### src/rtl/core/phfp_pkg.sv
package phfp_pkg;

  typedef enum logic [4:0] {
    SEC_FLAGS   = 5'd0,
    SEC_PTS     = 5'd1,
    SEC_DTS     = 5'd2,
    SEC_ESCR    = 5'd3,
    SEC_ESRATE  = 5'd4,
    SEC_TRICK   = 5'd5,
    SEC_COPY    = 5'd6,
    SEC_CRC     = 5'd7,
    SEC_EXTF    = 5'd8,
    SEC_PRIV    = 5'd9,
    SEC_PACKLEN = 5'd10,
    SEC_PACK    = 5'd11,
    SEC_SEQ     = 5'd12,
    SEC_PSTD    = 5'd13,
    SEC_EXT2LEN = 5'd14,
    SEC_EXT2    = 5'd15,
    SEC_PAYLOAD = 5'd16
  } sect_e;

  typedef enum logic [4:0] {
    KIND_FLAGS     = 5'd0,
    KIND_PTS       = 5'd1,
    KIND_DTS       = 5'd2,
    KIND_ESCR_BASE = 5'd3,
    KIND_ESCR_EXT  = 5'd4,
    KIND_ES_RATE   = 5'd5,
    KIND_TRICK     = 5'd6,
    KIND_COPY      = 5'd7,
    KIND_CRC       = 5'd8,
    KIND_EXT_FLAGS = 5'd9,
    KIND_PRIV      = 5'd10,
    KIND_PACK      = 5'd11,
    KIND_SEQ       = 5'd12,
    KIND_PSTD      = 5'd13,
    KIND_EXT2      = 5'd14,
    KIND_PAYLOAD   = 5'd15,
    KIND_TRUNC     = 5'd16
  } kind_e;

  localparam int NumSect = 17;
  localparam int AccW    = 48;
  localparam int ValW    = 33;
  localparam int QDepth  = 4;
  localparam int QAw     = $clog2(QDepth);

  localparam logic [7:0] PrivLen = 8'd16;

  // one queue entry: field kind, raw shifted bytes, end-of-packet mark
  typedef struct packed {
    kind_e             kind;
    logic [AccW-1:0]   raw;
    logic              last;
  } qent_t;

  function automatic logic [NumSect-1:0] sect_enables(logic [15:0] hf, logic [7:0] ef_raw,
                                                      logic [7:0] vl);
    logic [NumSect-1:0] en;
    logic [7:0]         ef;
    ef = hf[0] ? ef_raw : 8'h00;
    en = '0;
    en[SEC_FLAGS]   = 1'b0;
    en[SEC_PTS]     = hf[7];
    en[SEC_DTS]     = hf[7] & hf[6];
    en[SEC_ESCR]    = hf[5];
    en[SEC_ESRATE]  = hf[4];
    en[SEC_TRICK]   = hf[3];
    en[SEC_COPY]    = hf[2];
    en[SEC_CRC]     = hf[1];
    en[SEC_EXTF]    = hf[0];
    en[SEC_PRIV]    = ef[7];
    en[SEC_PACKLEN] = ef[6];
    en[SEC_PACK]    = ef[6] & (vl != 8'd0);
    en[SEC_SEQ]     = ef[5];
    en[SEC_PSTD]    = ef[4];
    en[SEC_EXT2LEN] = ef[0];
    en[SEC_EXT2]    = ef[0] & (vl != 8'd0);
    en[SEC_PAYLOAD] = 1'b1;
    return en;
  endfunction

  function automatic sect_e next_sect(sect_e s, logic [NumSect-1:0] en);
    sect_e n;
    n = SEC_PAYLOAD;
    for (int i = NumSect - 1; i >= 1; i--) begin
      if ((i > int'(s)) && en[i]) begin
        n = sect_e'(i[4:0]);
      end
    end
    return n;
  endfunction

  function automatic kind_e pend_kind(sect_e s);
    kind_e k;
    unique case (s) inside
      SEC_FLAGS:             k = KIND_FLAGS;
      SEC_PTS:               k = KIND_PTS;
      SEC_DTS:               k = KIND_DTS;
      SEC_ESCR:              k = KIND_ESCR_BASE;
      SEC_ESRATE:            k = KIND_ES_RATE;
      SEC_TRICK:             k = KIND_TRICK;
      SEC_COPY:              k = KIND_COPY;
      SEC_CRC:               k = KIND_CRC;
      SEC_EXTF:              k = KIND_EXT_FLAGS;
      SEC_PRIV:              k = KIND_PRIV;
      SEC_PACKLEN, SEC_PACK: k = KIND_PACK;
      SEC_SEQ:               k = KIND_SEQ;
      SEC_PSTD:              k = KIND_PSTD;
      SEC_EXT2LEN, SEC_EXT2: k = KIND_EXT2;
      default:               k = KIND_PAYLOAD;
    endcase
    return k;
  endfunction

endpackage

### src/rtl/core/phfp_if.sv
interface pes_in_if;
  logic       valid;
  logic       ready;
  logic [7:0] data_byte;
  logic       last_byte;

  modport source (output valid, data_byte, last_byte, input ready);
  modport sink   (input valid, data_byte, last_byte, output ready);
endinterface

interface pes_out_if;
  logic        valid;
  logic        ready;
  logic [4:0]  field_kind;
  logic [32:0] field_value;
  logic        packet_end;

  modport source (output valid, field_kind, field_value, packet_end, input ready);
  modport sink   (input valid, field_kind, field_value, packet_end, output ready);
endinterface

### src/rtl/core/phfp_front.sv
module phfp_front (
  input  logic                  clk_i,
  input  logic                  rst_ni,
  pes_in_if.sink                in_i,
  input  logic                  q_full_i,
  output logic                  q_push_o,
  output phfp_pkg::qent_t       q_entry_o,
  output phfp_pkg::sect_e       sect_o
);

  phfp_pkg::sect_e                sect_q, sect_d;
  logic [7:0]                     cnt_q, cnt_d;
  logic [phfp_pkg::AccW-1:0]      acc_q, acc_d;
  logic [15:0]                    hf_q, hf_d;
  logic [7:0]                     ef_q, ef_d;
  logic [7:0]                     vl_q, vl_d;

  logic                           accept;
  logic [7:0]                     bc;
  logic [phfp_pkg::AccW-1:0]      acc;
  logic                           has;
  logic                           done;
  phfp_pkg::kind_e                kind;
  logic [phfp_pkg::AccW-1:0]      raw;
  logic [phfp_pkg::NumSect-1:0]   en;

  assign in_i.ready = ~q_full_i;
  assign accept     = in_i.valid & ~q_full_i;

  always_comb begin
    bc     = cnt_q + 8'd1;
    acc    = {acc_q[phfp_pkg::AccW-9:0], in_i.data_byte};
    hf_d   = hf_q;
    ef_d   = ef_q;
    vl_d   = vl_q;
    has    = 1'b0;
    done   = 1'b0;
    kind   = phfp_pkg::KIND_FLAGS;
    cnt_d  = bc;
    unique case (sect_q) inside
      phfp_pkg::SEC_FLAGS: begin
        if (bc == 8'd3) begin
          hf_d = acc[23:8];
          has  = 1'b1;
          kind = phfp_pkg::KIND_FLAGS;
          done = 1'b1;
        end
      end
      phfp_pkg::SEC_PTS, phfp_pkg::SEC_DTS: begin
        if (bc == 8'd5) begin
          has  = 1'b1;
          kind = (sect_q == phfp_pkg::SEC_PTS) ? phfp_pkg::KIND_PTS : phfp_pkg::KIND_DTS;
          done = 1'b1;
        end
      end
      phfp_pkg::SEC_ESCR: begin
        if (bc == 8'd5) begin
          has  = 1'b1;
          kind = phfp_pkg::KIND_ESCR_BASE;
        end else if (bc == 8'd6) begin
          has  = 1'b1;
          kind = phfp_pkg::KIND_ESCR_EXT;
          done = 1'b1;
        end
      end
      phfp_pkg::SEC_ESRATE: begin
        if (bc == 8'd3) begin
          has  = 1'b1;
          kind = phfp_pkg::KIND_ES_RATE;
          done = 1'b1;
        end
      end
      phfp_pkg::SEC_TRICK: begin
        has  = 1'b1;
        kind = phfp_pkg::KIND_TRICK;
        done = 1'b1;
      end
      phfp_pkg::SEC_COPY: begin
        has  = 1'b1;
        kind = phfp_pkg::KIND_COPY;
        done = 1'b1;
      end
      phfp_pkg::SEC_CRC, phfp_pkg::SEC_SEQ, phfp_pkg::SEC_PSTD: begin
        if (bc == 8'd2) begin
          has  = 1'b1;
          kind = (sect_q == phfp_pkg::SEC_CRC) ? phfp_pkg::KIND_CRC :
                 (sect_q == phfp_pkg::SEC_SEQ) ? phfp_pkg::KIND_SEQ : phfp_pkg::KIND_PSTD;
          done = 1'b1;
        end
      end
      phfp_pkg::SEC_EXTF: begin
        ef_d = in_i.data_byte;
        has  = 1'b1;
        kind = phfp_pkg::KIND_EXT_FLAGS;
        done = 1'b1;
      end
      phfp_pkg::SEC_PRIV: begin
        has  = 1'b1;
        kind = phfp_pkg::KIND_PRIV;
        done = (bc == phfp_pkg::PrivLen);
      end
      phfp_pkg::SEC_PACKLEN: begin
        vl_d = in_i.data_byte;
        done = 1'b1;
      end
      phfp_pkg::SEC_PACK: begin
        has  = 1'b1;
        kind = phfp_pkg::KIND_PACK;
        done = (bc >= vl_q);
      end
      phfp_pkg::SEC_EXT2LEN: begin
        vl_d = {1'b0, in_i.data_byte[6:0]};
        done = 1'b1;
      end
      phfp_pkg::SEC_EXT2: begin
        has  = 1'b1;
        kind = phfp_pkg::KIND_EXT2;
        done = (bc >= vl_q);
      end
      default: begin
        has   = 1'b1;
        kind  = phfp_pkg::KIND_PAYLOAD;
        cnt_d = 8'd0;
      end
    endcase

    en     = phfp_pkg::sect_enables(hf_d, ef_d, vl_d);
    sect_d = sect_q;
    acc_d  = acc;
    raw    = acc;
    if (done) begin
      sect_d = phfp_pkg::next_sect(sect_q, en);
      cnt_d  = 8'd0;
      acc_d  = '0;
    end

    if (in_i.last_byte) begin
      if (sect_d != phfp_pkg::SEC_PAYLOAD) begin
        has  = 1'b1;
        kind = phfp_pkg::KIND_TRUNC;
        raw  = {{(phfp_pkg::AccW-5){1'b0}}, phfp_pkg::pend_kind(sect_d)};
      end
      sect_d = phfp_pkg::SEC_FLAGS;
      cnt_d  = 8'd0;
      acc_d  = '0;
      hf_d   = 16'd0;
      ef_d   = 8'd0;
      vl_d   = 8'd0;
    end
  end

  always_ff @(posedge clk_i or negedge rst_ni) begin
    if (!rst_ni) begin
      sect_q <= phfp_pkg::SEC_FLAGS;
      cnt_q  <= 8'd0;
      acc_q  <= '0;
      hf_q   <= 16'd0;
      ef_q   <= 8'd0;
      vl_q   <= 8'd0;
    end else if (accept) begin
      sect_q <= sect_d;
      cnt_q  <= cnt_d;
      acc_q  <= acc_d;
      hf_q   <= hf_d;
      ef_q   <= ef_d;
      vl_q   <= vl_d;
    end
  end

  assign q_push_o       = accept & has;
  assign q_entry_o.kind = kind;
  assign q_entry_o.raw  = raw;
  assign q_entry_o.last = in_i.last_byte;
  assign sect_o         = sect_q;

endmodule

### src/rtl/core/phfp_queue.sv
module phfp_queue (
  input  logic              clk_i,
  input  logic              rst_ni,
  input  logic              push_i,
  input  phfp_pkg::qent_t   entry_i,
  output logic              full_o,
  input  logic              pop_i,
  output logic              valid_o,
  output phfp_pkg::qent_t   head_o
);

  phfp_pkg::qent_t             mem_q [phfp_pkg::QDepth];
  logic [phfp_pkg::QAw-1:0]    wr_q, wr_d;
  logic [phfp_pkg::QAw-1:0]    rd_q, rd_d;
  logic [phfp_pkg::QAw:0]      cnt_q, cnt_d;

  assign full_o  = (cnt_q == (phfp_pkg::QAw+1)'(phfp_pkg::QDepth));
  assign valid_o = (cnt_q != '0);
  assign head_o  = mem_q[rd_q];

  always_comb begin
    wr_d  = push_i ? wr_q + 1'b1 : wr_q;
    rd_d  = pop_i ? rd_q + 1'b1 : rd_q;
    cnt_d = cnt_q;
    if (push_i && !pop_i) begin
      cnt_d = cnt_q + 1'b1;
    end else if (!push_i && pop_i) begin
      cnt_d = cnt_q - 1'b1;
    end
  end

  always_ff @(posedge clk_i or negedge rst_ni) begin
    if (!rst_ni) begin
      wr_q  <= '0;
      rd_q  <= '0;
      cnt_q <= '0;
    end else begin
      wr_q  <= wr_d;
      rd_q  <= rd_d;
      cnt_q <= cnt_d;
    end
  end

  always_ff @(posedge clk_i) begin
    if (push_i) begin
      mem_q[wr_q] <= entry_i;
    end
  end

endmodule

### src/rtl/core/phfp_back.sv
module phfp_back (
  input  logic              clk_i,
  input  logic              rst_ni,
  input  logic              q_valid_i,
  input  phfp_pkg::qent_t   q_head_i,
  output logic              q_pop_o,
  pes_out_if.source         out_o
);

  logic                        valid_q, valid_d;
  logic [4:0]                  kind_q;
  logic [phfp_pkg::ValW-1:0]   value_q, value_d;
  logic                        end_q;
  logic [phfp_pkg::AccW-1:0]   a;

  assign q_pop_o = q_valid_i & (~valid_q | out_o.ready);
  assign a       = q_head_i.raw;

  always_comb begin
    value_d = '0;
    unique case (q_head_i.kind) inside
      phfp_pkg::KIND_FLAGS:
        value_d = {9'd0, a[23:0]};
      phfp_pkg::KIND_PTS, phfp_pkg::KIND_DTS:
        value_d = {a[35:33], a[31:17], a[15:1]};
      phfp_pkg::KIND_ESCR_BASE:
        value_d = {a[37:35], a[33:19], a[17:3]};
      phfp_pkg::KIND_ESCR_EXT:
        value_d = {24'd0, a[9:1]};
      phfp_pkg::KIND_ES_RATE:
        value_d = {11'd0, a[22:1]};
      phfp_pkg::KIND_COPY:
        value_d = {26'd0, a[6:0]};
      phfp_pkg::KIND_CRC, phfp_pkg::KIND_SEQ, phfp_pkg::KIND_PSTD:
        value_d = {17'd0, a[15:0]};
      phfp_pkg::KIND_TRUNC:
        value_d = {28'd0, a[4:0]};
      default:
        value_d = {25'd0, a[7:0]};
    endcase
  end

  always_comb begin
    valid_d = valid_q;
    if (q_pop_o) begin
      valid_d = 1'b1;
    end else if (out_o.ready) begin
      valid_d = 1'b0;
    end
  end

  always_ff @(posedge clk_i or negedge rst_ni) begin
    if (!rst_ni) begin
      valid_q <= 1'b0;
    end else begin
      valid_q <= valid_d;
    end
  end

  always_ff @(posedge clk_i) begin
    if (q_pop_o) begin
      kind_q  <= q_head_i.kind;
      value_q <= value_d;
      end_q   <= q_head_i.last;
    end
  end

  assign out_o.valid       = valid_q;
  assign out_o.field_kind  = kind_q;
  assign out_o.field_value = value_q;
  assign out_o.packet_end  = end_q;

endmodule

### src/rtl/core/pes_header_field_parser_top.sv
// A result enters the queue with the transfer of the byte that completes it and reaches out_o
// through the output register. Throughput: one byte per cycle while the queue is not full, set
// by the combinational parse step in the front end. A 4-entry queue and the output register
// absorb output stalls; in_i.ready drops only when the queue is full. Reset (rst_ni low, async)
// returns the parser to the header flags section with counters, flags and queue cleared.
module pes_header_field_parser_top (
  input  logic       clk_i,
  input  logic       rst_ni,
  pes_in_if.sink     in_i,
  pes_out_if.source  out_o
);

  logic              q_full;
  logic              q_push;
  phfp_pkg::qent_t   q_entry;
  logic              q_pop;
  logic              q_valid;
  phfp_pkg::qent_t   q_head;
  phfp_pkg::sect_e   sect;

  phfp_front u_front (
    .clk_i     (clk_i),
    .rst_ni    (rst_ni),
    .in_i      (in_i),
    .q_full_i  (q_full),
    .q_push_o  (q_push),
    .q_entry_o (q_entry),
    .sect_o    (sect)
  );

  phfp_queue u_queue (
    .clk_i   (clk_i),
    .rst_ni  (rst_ni),
    .push_i  (q_push),
    .entry_i (q_entry),
    .full_o  (q_full),
    .pop_i   (q_pop),
    .valid_o (q_valid),
    .head_o  (q_head)
  );

  phfp_back u_back (
    .clk_i     (clk_i),
    .rst_ni    (rst_ni),
    .q_valid_i (q_valid),
    .q_head_i  (q_head),
    .q_pop_o   (q_pop),
    .out_o     (out_o)
  );

  a_restart: assert property (@(posedge clk_i) disable iff (!rst_ni)
    (in_i.valid && in_i.ready && in_i.last_byte) |=> (sect == phfp_pkg::SEC_FLAGS))
    else $error("parser did not restart after last byte");

  a_trunc_last: assert property (@(posedge clk_i) disable iff (!rst_ni)
    (q_push && (q_entry.kind == phfp_pkg::KIND_TRUNC)) |-> q_entry.last)
    else $error("truncated result without last byte");

  a_push_on_xfer: assert property (@(posedge clk_i) disable iff (!rst_ni)
    q_push |-> (in_i.valid && in_i.ready))
    else $error("queue push without input transfer");

  a_pop_nonempty: assert property (@(posedge clk_i) disable iff (!rst_ni)
    (!q_valid) |-> (!q_pop))
    else $error("queue pop while empty");

endmodule
### src/flat_wrapper.sv
// flat-port wrapper written by rule: the top's interface ports become plain ports
module pes_header_field_parser_top_flat 
  (clk_i, rst_ni, in_i_valid, in_i_data_byte, in_i_last_byte, in_i_ready, out_o_valid, out_o_field_kind, out_o_field_value, out_o_packet_end, out_o_ready);
  pes_in_if in_i_i ();
  pes_out_if out_o_i ();
  input  logic clk_i;
  input  logic rst_ni;
  input wire logic [$bits(in_i_i.valid)-1:0] in_i_valid;
  input wire logic [$bits(in_i_i.data_byte)-1:0] in_i_data_byte;
  input wire logic [$bits(in_i_i.last_byte)-1:0] in_i_last_byte;
  output wire logic [$bits(in_i_i.ready)-1:0] in_i_ready;
  output wire logic [$bits(out_o_i.valid)-1:0] out_o_valid;
  output wire logic [$bits(out_o_i.field_kind)-1:0] out_o_field_kind;
  output wire logic [$bits(out_o_i.field_value)-1:0] out_o_field_value;
  output wire logic [$bits(out_o_i.packet_end)-1:0] out_o_packet_end;
  input wire logic [$bits(out_o_i.ready)-1:0] out_o_ready;
  assign in_i_i.valid = in_i_valid;
  assign in_i_i.data_byte = in_i_data_byte;
  assign in_i_i.last_byte = in_i_last_byte;
  assign in_i_ready = in_i_i.ready;
  assign out_o_valid = out_o_i.valid;
  assign out_o_field_kind = out_o_i.field_kind;
  assign out_o_field_value = out_o_i.field_value;
  assign out_o_packet_end = out_o_i.packet_end;
  assign out_o_i.ready = out_o_ready;
  pes_header_field_parser_top u_core (.clk_i(clk_i), .rst_ni(rst_ni), .in_i(in_i_i), .out_o(out_o_i));
endmodule
### config.mk
export PLATFORM = sky130hd
export DESIGN_NAME = pes_header_field_parser_top_flat
export DESIGN_NICKNAME = d
export VERILOG_FILES = /design/src/rtl/core/phfp_pkg.sv /design/src/rtl/core/phfp_if.sv /design/src/rtl/core/phfp_front.sv /design/src/rtl/core/phfp_queue.sv /design/src/rtl/core/phfp_back.sv /design/src/rtl/core/pes_header_field_parser_top.sv /design/src/flat_wrapper.sv
export SDC_FILE = /design/constraint.sdc
export NUM_CORES = 1
export LEC_CHECK = 0
export BUFFER_PORTS_ARGS = -buffer_cell sky130_fd_sc_hd__buf_2
export CAP_MARGIN = 20
export CORE_ASPECT_RATIO = 0.75
export CORE_MARGIN = 5
export CORE_UTILIZATION = 50
export DETAILED_ROUTE_END_ITERATION = 10
export PLACE_DENSITY_LB_ADDON = 0.3
export SLEW_MARGIN = 20
export SYNTH_ARGS = -nofsm -noshare
export SYNTH_HDL_FRONTEND = slang
export SYNTH_HIERARCHICAL = 1
export SYNTH_SLANG_ARGS = --single-unit
### constraint.sdc
create_clock -name clk_i -period 11.45 [get_ports clk_i]
set_clock_uncertainty 0.05 [all_clocks]
set_input_delay 1.145 -clock clk_i [delete_from_list [all_inputs] [get_ports clk_i]]
set_output_delay 1.145 -clock clk_i [all_outputs]
set_load 0.005 [all_outputs]
==> results.md, run 1 <==
- Htree depth: 1
- Leak: around 5.5 nW
- Critical Path Source Type: register
- Share of cells above drive strength 1: between 20% and 30%
- Cell chain of the critical path: ha_1 -> a211o_1 -> a211o_1 -> a2111oi_4 -> mux2i_2 -> nor4b_1 -> or2_1 -> a32oi_2 -> nand2_1 -> o21ai_2 -> buf_4 -> a31oi_1 -> ha_1 -> inv_1 -> fa_1 -> mux2_2
- Sw Share: between 30 and 40%
- Crit path DAT: approximately 6300 ps
- PwrDens: about 250 nW/um^2
- First-pass GRT wire length: approximately 44 mm
- Detailed-route wire length: 27.6 mm
- Worst hold path type: reg2reg
- Slew headroom: 36.6%
- Period Utilization, post-route: 51.7%
- Hold Path Origin: u_core/u_queue/cnt_q[2]
- Later-pin clock latency in the skew report: between 500 and 600 ps
- GR Overflow Total: 0
- Post-Place Setup Slack: about 5600 ps
- Routed len/inst: around 21 um
- RSZ-0062 raised after global routing: false
- FF-to-FF Start: u_core/u_front/cnt_q[0]
- Area Growth Syn to Fin: 10.6%
- CTS tree: built
- Post-CTS Hold Fix Bufs: 0
- Met3 GRT Util: under 10%
- DR pass1 iterations: 7
- Post-DRT Antenna Nets: 0
- Global route hottest layer: met1
- Drt initial violations: 880
- Post-placement cell count: around 1300
- Multi-input logic area: between 4000 and 5000 sq um
- Switching power: about 0.0012 W
- Sequential group share of total power: around two fifths
- DRC viols: 0
- Met1 Track Usage GR: approximately 29%
- CTS Buf Count: 27
- Final Hold Fails: 0
- Total track usage: roughly a fifth
- Dpl hpwl: between 15 and 20 mm
- Total clock sinks: between 200 and 300
- Warnings from Yosys: 6
- Syn avg cell area: approximately 15 sq um
- Syn Nets: a little over 900
- Combinational share of power: ~32%
- Fin cells: about 1300
- F_max: roughly 0.17 GHz
- # rows: 51
- Root buf cell: clkbuf_16
- Critical Path Slowest Stage Cell: a2111oi_4
- Status: finished clean
- Worst-path fanout max: 37
- Slew Limit Fails: 0
- Die ar.: ~30000 sq um
- CTS max path bufs: 3
- Fillers: between 2000 and 2500
- Post-CTS setup buffer count: 0
- Via count of the first global-routing pass: 7618
- I/O Pins: 54
- CP Buf/Inv Count: 2
- Final core occ: roughly 56%
- Vias: slightly below 8000
- Width of the die: 197 um
- Power Internal: ~0.0024 W
- Max-Cap Viols: 0
- IR Drop Worst-Case VDD: 0.000153 V
- Required time worst endpoint: approximately 12000 ps
- CTS clk-pin slew, worst paths: approximately 70 ps
- Max incr delay on CP: just over 900 ps
- Met2 GRT Util: between 20% and 30%
- Via-per-instance ratio: around 6.1
- Antenna violations before repair: 0
- Final Power: roughly 0.0037 W
- Die height: 151 um
- Worst path top cell family by delay: compound AO/OA/AOI/OAI gates
- PortBufs: 53
- Setup TNS: 0 ps
- Fin crit period: roughly 6000 ps
- Largest net degree at the start of global routing: between 70 and 80
- Cells after Synth: around 900
- Sequential Area: 8240 sq um
- # resized after CTS: 0
- Crit Path Category: reg2reg
- Total core area: roughly 26000 sq um
- Crit path from: u_core/u_front/cnt_q[0]
- CP Capture Type: register
- Syn Std Cell Area: about 13000 sq um
- Ant. Diodes: 0
- Clock share of power: a little over a quarter
- RePlAce Congestion: 0.962
- Slew of the pin with the lowest slew margin: between 900 and 1000 ps
- Final WS setup: about 5500 ps
- NumNets Final: just under 1000
- Initial Util: around half
- Final setup vio count: 0
[per-stage QoR]
stage / hold slack (ps) / area (sq um)
6_report: 444 / 14600
4_1_cts: 452 / 14600
5_1_grt: 470 / 14600
3_3_place_gp: 431 / 13600
3_5_place_dp: 436 / 13600
2_1_floorplan: 399 / 13200
[per-layer routing]
metal  routed length [um]  up-vias
li1                     -     3594
met1                13100     3987
met2                12100      295
met3                 1890       44
met4                  518        0
met5                    0        -
[worst paths after layout]
path	end	slack [ps]	depth (start not counted)
worst max-delay path	u_core/u_queue/cnt_q[1]	5530	16
worst min-delay path	u_core/u_queue/cnt_q[2]	440	1
worst max register to register	u_core/u_queue/cnt_q[1]	5530	16
worst min register to register	u_core/u_queue/cnt_q[2]	440	1
max in group asynchronous	u_core/u_queue/rd_q[0]	9990	1
min in group asynchronous	u_core/u_front/cnt_q[7]	660	1
[power groups by stage]
stage | combinational [W] | sequential (W) | clock, W
floorplan | 0.000910 | 0.00152 | 0
global placement | 0.00116 | 0.00155 | 0
detailed placement | 0.00117 | 0.00155 | 0
CTS | 0.00118 | 0.00153 | 0.000969
global route | 0.00128 | 0.00155 | 0.00101
finish | 0.00118 | 0.00153 | 0.000949
[flip-flops by register name, summed over array words and instances (netlist names)]
register / flops
u_core/u_back/out_o.field_kind: 5
u_core/u_back/out_o.field_value: 33
u_core/u_back/out_o.packet_end: 1
u_core/u_back/out_o.valid: 1
u_core/u_front/acc_q: 30
u_core/u_front/cnt_q: 8
u_core/u_front/ef_q: 4
u_core/u_front/hf_q: 8
u_core/u_front/sect_o: 5
u_core/u_front/vl_q: 8
u_core/u_queue/cnt_q: 3
u_core/u_queue/mem_q: 176
u_core/u_queue/rd_q: 2
u_core/u_queue/wr_q: 2
[worst register-to-register path, cell delays in order, from the launching register on]
cell       delay [ps]
dfrtp_1           500
ha_1              400
a211o_1           330
a211o_1           370
a2111oi_4         910
mux2i_2           480
nor4b_1           100
or2_1             280
a32oi_2           420
nand2_1           120
o21ai_2           120
buf_4             330
a31oi_1           310
ha_1              340
inv_1              80
fa_1              400
mux2_2            260
[cell usage in the layout (no fill, tap or decap), drive strengths merged, types with 5 or more instances in the layout]
master	n
nor3	17
and3	5
edfxtp	215
o21ai	33
mux2i	7
buf	66
inv	48
o221ai	5
or2	6
xor2	9
nand2b	5
a22o	57
clkinv	6
xnor2	6
nand3	14
a31oi	9
a21oi	25
nor2	28
o211ai	6
a222oi	13
mux4	44
dfrtp	71
nand4	5
mux2	5
a22oi	19
clkbuf	35
nor4	5
nor2b	8
and2	41
ha	18
nand2	51
[cell type report]
cell class                      count  share of cell area [%]
Clock inverter                     15                    1.42
Tap cell                          344                    2.95
Multi-Input combinational cell    512                    30.2
Inverter                           45                    1.21
Sequential cell                   286                    56.5
Clock buffer                       35                    5.19
Timing Repair Buffer               66                    2.56
(Power assumes the default switching activity.)
==> inputs of run 2 (changes only) <==
==> constraint.sdc (replaced) <==
create_clock -name clk_i -period 5.42 [get_ports clk_i]
set_clock_uncertainty 0.05 [all_clocks]
set_input_delay 0.542 -clock clk_i [delete_from_list [all_inputs] [get_ports clk_i]]
set_output_delay 0.542 -clock clk_i [all_outputs]
set_load 0.005 [all_outputs]
==> results.md, run 2 (synthesis results as in run 1) <==
- Required time worst endpoint: just under 6000 ps
- Worst-path fanout max: 11
- Worst hold path type: in2reg
- Via count of the first global-routing pass: 7844
- Final Hold Fails: 0
- Sequential group share of total power: between 40% and 50%
- Power Internal: approximately 0.0052 W
- Sw Share: ~34%
- CTS max path bufs: 3
- Via-per-instance ratio: just over 6
- CTS tree: built
- Critical Path Source Type: register
- Later-pin clock latency in the skew report: ~570 ps
- Most flop-heavy register: u_core/u_queue/mem_q
- Switching power: approximately 0.0027 W
- Initial Util: a little over 50%
- Commonest non-fill, non-tap cell in the layout: edfxtp_1
- Antenna violations before repair: 0
- CTS clk-pin slew, worst paths: 60 ps
- PwrDens: around 530 nW/um^2
- Fin cells: 1322
- Total track usage: about 20%
- PortBufs: 53
- Post-Place Setup Slack: roughly 310 ps
- Share of cells above drive strength 1: roughly 22%
- Worst reg2reg path depth: 17
- Vias: 8024
- Routed len/inst: approximately 22 um
- Final setup vio count: 0
- Most frequent cells in the layout: 215 x edfxtp_1, 69 x dfrtp_1, 57 x a22o_1, 52 x buf_2, 51 x nand2_1
- Clock share of power: roughly 26%
- # rows: 51
- Total core area: between 20000 and 30000 sq um
- Root buf cell: clkbuf_16
- GR Overflow Total: 0
- Die ar.: between 20000 and 30000 sq um
- Combinational share of power: between 30 and 40%
- RSZ-0062 raised after global routing: false
- Cell chain of the critical path: ha_2 -> a211o_1 -> a211o_1 -> a2111oi_2 -> mux2_1 -> nand3_1 -> a21boi_0 -> a32oi_2 -> nand2_1 -> o21ai_2 -> a31oi_1 -> ha_1 -> inv_1 -> fa_1 -> xor2_1 -> nor2_1 -> xor2_1
- Leak: 5.59 nW
- Fin crit period: between 4000 and 5000 ps
- Width of the die: between 150 and 200 um
- Final core occ: 56.7%
- Ant. Diodes: 0
- Period Utilization, post-route: approximately nine tenths
- Slew Limit Fails: 0
- Die height: roughly 150 um
- Number of flip-flops in the largest register: 176
- Dpl hpwl: 19.5 mm
- Critical Path Slowest Stage Cell: a2111oi_2
- CTS Buf Count: 28
- Post-DRT Antenna Nets: 0
- RePlAce Congestion: 0.918
- Slew headroom: a little under half
- I/O Pins: 54
- Max-Cap Viols: 0
- Detailed-route wire length: 29.5 mm
- F_max: 0.202 GHz
- DR pass1 iterations: 6
- Post-placement cell count: 1269
- Status: finished clean
- Crit path DAT: ~5400 ps
- Largest net degree at the start of global routing: 43
- First-pass GRT wire length: about 46 mm
- Hold Path Stages: 2
- Crit Path Category: reg2reg
- Final WS setup: 460 ps
- NumNets Final: ~990
- Setup TNS: 0 ps
- Max incr delay on CP: roughly 570 ps
- Area Growth Syn to Fin: 11.7%
- DRC viols: 0
- IR Drop Worst-Case VDD: approximately 0.0003 V
- CP Capture Type: register
- Htree depth: 1
- Drt initial violations: between 700 and 800
- Total clock sinks: ~290
- Slew of the pin with the lowest slew margin: approximately 800 ps
-- run 2: power by group through the flow --
stage,Combinational [W],Sequential [W],Clock (W)
after detailed placement,0.00251,0.00334,0
final,0.00253,0.00330,0.00201
after global routing,0.00276,0.00335,0.00215
after global placement,0.00248,0.00333,0
after floorplan,0.00192,0.00320,0
after CTS,0.00253,0.00331,0.00204
-- run 2: area by class of cell --
type | instances | area, sq um
fill | 2035 | 11200
sequential | 286 | 8240
multi-input combinational | 512 | 4400
clock buffer | 36 | 805
timing repair buffer | 83 | 508
tap | 344 | 430
inverter | 45 | 176
clock inverter | 16 | 175
-- run 2: repair_timing --
action	4_1_cts	5_1_grt
hold endpoints to repair	30	0
setup buffers	0	0
endpoints found under the setup margin	0	35
resized for setup	0	2
hold buffers	1	0
-- run 2: through the flow --
step / hold slack, ps / total power (W) / instance area, sq um
6_report: 200 / 0.00784 / 14700
5_1_grt: 197 / 0.00826 / 14700
4_1_cts: 182 / 0.00788 / 14700
3_5_place_dp: 420 / 0.00586 / 13700
3_3_place_gp: 427 / 0.00580 / 13700
2_1_floorplan: 196 / 0.00513 / 13200
-- run 2: path summary, 6_finish.rpt --
kind	from	to	slack [ps]
max	u_core/u_front/cnt_q[1]	u_core/u_queue/cnt_q[2]	460
min	in_i_data_byte[3]	u_core/u_front/vl_q[3]	200
max reg2reg	u_core/u_front/cnt_q[1]	u_core/u_queue/cnt_q[2]	460
min reg2reg	u_core/u_queue/cnt_q[2]	u_core/u_queue/cnt_q[2]	430
max in group asynchronous	rst_ni	u_core/u_queue/rd_q[1]	3970
min in group asynchronous	rst_ni	u_core/u_front/vl_q[5]	430
-- run 2: critical path: cells and delay by family (launching register included) --
| kind | cells | cell delay [ps] |
|---|---|---|
| xor+xnor | 2 | 320 |
| mux | 1 | 370 |
| fa+ha+maj | 3 | 890 |
| flops | 1 | 460 |
| buf+inv | 1 | 60 |
| simple gates | 3 | 440 |
| compound gates | 7 | 2290 |
-- run 2: routing by layer --
metal	wire length, um	track usage [%]	vias to the layer above
li1	-	-	3631
met1	13600	31.1	4031
met2	13200	30.1	317
met3	2110	3.49	45
met4	522	4.26	0
met5	0	0	-
==> inputs of run 3 (changes only) <==
--- a/config.mk
+++ b/config.mk
@@ -5,7 +5,7 @@
 export SDC_FILE = /design/constraint.sdc
 export NUM_CORES = 1
 export LEC_CHECK = 0
-export BUFFER_PORTS_ARGS = -buffer_cell sky130_fd_sc_hd__buf_2
+export BUFFER_PORTS_ARGS = -buffer_cell sky130_fd_sc_hd__buf_4
 export CAP_MARGIN = 20
 export CORE_ASPECT_RATIO = 0.75
 export CORE_MARGIN = 5
==> results.md, run 3 (synthesis results as in run 1) <==
- Status: finished clean
- Total core area: 26000 sq um
- Combinational share of power: 32.4%
- Initial Util: slightly above 50%
- Leak: approximately 5.6 nW
- Required time worst endpoint: approximately 6000 ps
- F_max: just over 0.2 GHz
- Clock share of power: between 20% and 30%
- Ant. Diodes: 0
- Via count of the first global-routing pass: just under 8000
- Area Growth Syn to Fin: 13.2%
- Slew headroom: 45.7%
- Crit path from: u_core/u_front/cnt_q[1]
- Setup TNS: 0 ps
- Width of the die: approximately 200 um
- Power Internal: about 0.0053 W
- Slew Limit Fails: 0
- Drt initial violations: 898
- # rows: 51
- Largest net degree at the start of global routing: between 40 and 50
- Fin crit period: just under 5000 ps
- Post-CTS setup buffer count: 0
- First-pass GRT wire length: 44.5 mm
- Slew of the pin with the lowest slew margin: around 810 ps
- Root buf cell: clkbuf_16
- Hold Path Stages: 2
- Worst hold path type: in2reg
- Max-Cap Viols: 0
- Sw Share: around a third
- Final Power: 0.00795 W
- Most flop-heavy register: u_core/u_queue/mem_q
- IR Drop Worst-Case VDD: about 0.00026 V
- Die ar.: ~30000 sq um
- Number of flip-flops in the largest register: approximately 180
- R2R Setup Slk: between 500 and 600 ps
- Post-DRT Antenna Nets: 0
- Later-pin clock latency in the skew report: 570 ps
- Detailed-route wire length: approximately 28 mm
- GR Overflow Total: 0
- RePlAce Congestion: between 0.9 and 1
- Hold Path Origin: in_i_data_byte[1]
- Crit Path Category: reg2reg
- Final setup vio count: 0
- Worst reg2reg path depth: 20
- Hold endpoint: u_core/u_front/vl_q[1]
- DRC viols: 0
- RSZ-0062 raised after global routing: false
- Reg2reg end: u_core/u_queue/cnt_q[2]
- Crit path DAT: around 5300 ps
- Commonest non-fill, non-tap cell in the layout: edfxtp_1
- Sequential Area: between 8000 and 9000 sq um
- Switching power: between 0.002 and 0.003 W
- Dpl hpwl: 18.9 mm
- Total track usage: 19.1%
- Antenna violations before repair: 0
- CTS tree: built
- PortBufs: 53
- CTS clk-pin slew, worst paths: approximately 60 ps
- PwrDens: around 530 nW/um^2
- Share of cells above drive strength 1: 21.9%
- Period Utilization, post-route: between 90% and 100%
- I/O Pins: 54
- Post-Place Setup Slack: around 410 ps
- Final core occ: 57.5%
- Multi-input logic area: 4400 sq um
- Worst-path fanout max: 11
- Htree depth: 1
- Fillers: slightly above 2000
- CTS Buf Count: 28
- Sequential group share of total power: between 40% and 50%
- Critical Path Source Type: register
- Total clock sinks: about 290
- FF-to-FF Start: u_core/u_front/cnt_q[1]
- CTS max path bufs: 3
- Most frequent cells in the layout: 215 x edfxtp_1, 75 x buf_4, 69 x dfrtp_1, 57 x a22o_1, 51 x nand2_1
- NumNets Final: about 990
- Routed len/inst: around 22 um
- DR pass1 iterations: 6
- Vias: about 8000
- Die height: 151 um
- Via-per-instance ratio: 6.08
- Final WS setup: 503 ps
- CP Capture Type: register
- Final Hold Fails: 0
==> run 3: power by group through the flow <==
stage / Clock (W) / Sequential (W) / Combinational [W]
6_report: 0.00206 / 0.00331 / 0.00258
5_1_grt: 0.00220 / 0.00337 / 0.00279
4_1_cts: 0.00210 / 0.00332 / 0.00257
3_5_place_dp: 0 / 0.00336 / 0.00256
3_3_place_gp: 0 / 0.00334 / 0.00253
2_1_floorplan: 0 / 0.00320 / 0.00192
==> run 3: through the flow <==
stage	cells	hold WS (ps)	instance area, sq um
finish	1320	177	14900
global route	1320	166	14900
CTS	1320	150	14900
detailed placement	1267	432	13900
global placement	1267	430	13900
floorplan	897	196	13200
==> run 3: cell type report <==
type | instances | share of cell area (%)
Clock buffer | 38 | 5.35
Clock inverter | 14 | 1.40
Inverter | 45 | 1.18
Multi-Input combinational cell | 512 | 29.5
Sequential cell | 286 | 55.2
Tap cell | 344 | 2.88
Timing Repair Buffer | 81 | 4.51
==> run 3: critical path, cell delays in order, from the launching register on <==
cell	delay (ps)
dfrtp_1	480
ha_2	370
nand3_1	150
xnor2_2	380
ha_1	330
a21o_1	160
a211oi_1	240
o21ai_0	120
a21oi_1	210
o211ai_1	220
o21ai_0	340
o221ai_1	210
nand3b_1	140
o21ai_2	70
a31oi_1	240
ha_1	240
inv_1	60
fa_1	370
xor2_1	170
nor2_1	110
xor2_1	170
==> run 3: worst max-delay path by stage <==
stage | to | depth (start not counted)
4_1_cts | u_core/u_queue/cnt_q[2] | 20
3_5_place_dp | u_core/u_queue/cnt_q[2] | 20
5_1_grt | u_core/u_queue/cnt_q[2] | 20
6_report | u_core/u_queue/cnt_q[2] | 20
3_3_place_gp | u_core/u_queue/cnt_q[1] | 15
2_1_floorplan | u_core/u_queue/mem_q[1][0] | 17
==> run 3: what timing repair did <==
item,CTS,global route
setup endpoints to repair,0,1
endpoints found under the hold margin,30,0
hold buffers,1,0
gates resized for setup,0,1
==> run 3: per-layer routing <==
metal  global-route usage, %  up-vias  routed length (um)
met5                       0        -                   0
met4                    4.26        0                 472
met3                    3.80       40                2190
met2                    27.4      327               12400
met1                    30.2     4040               13400
li1                        -     3624                   -
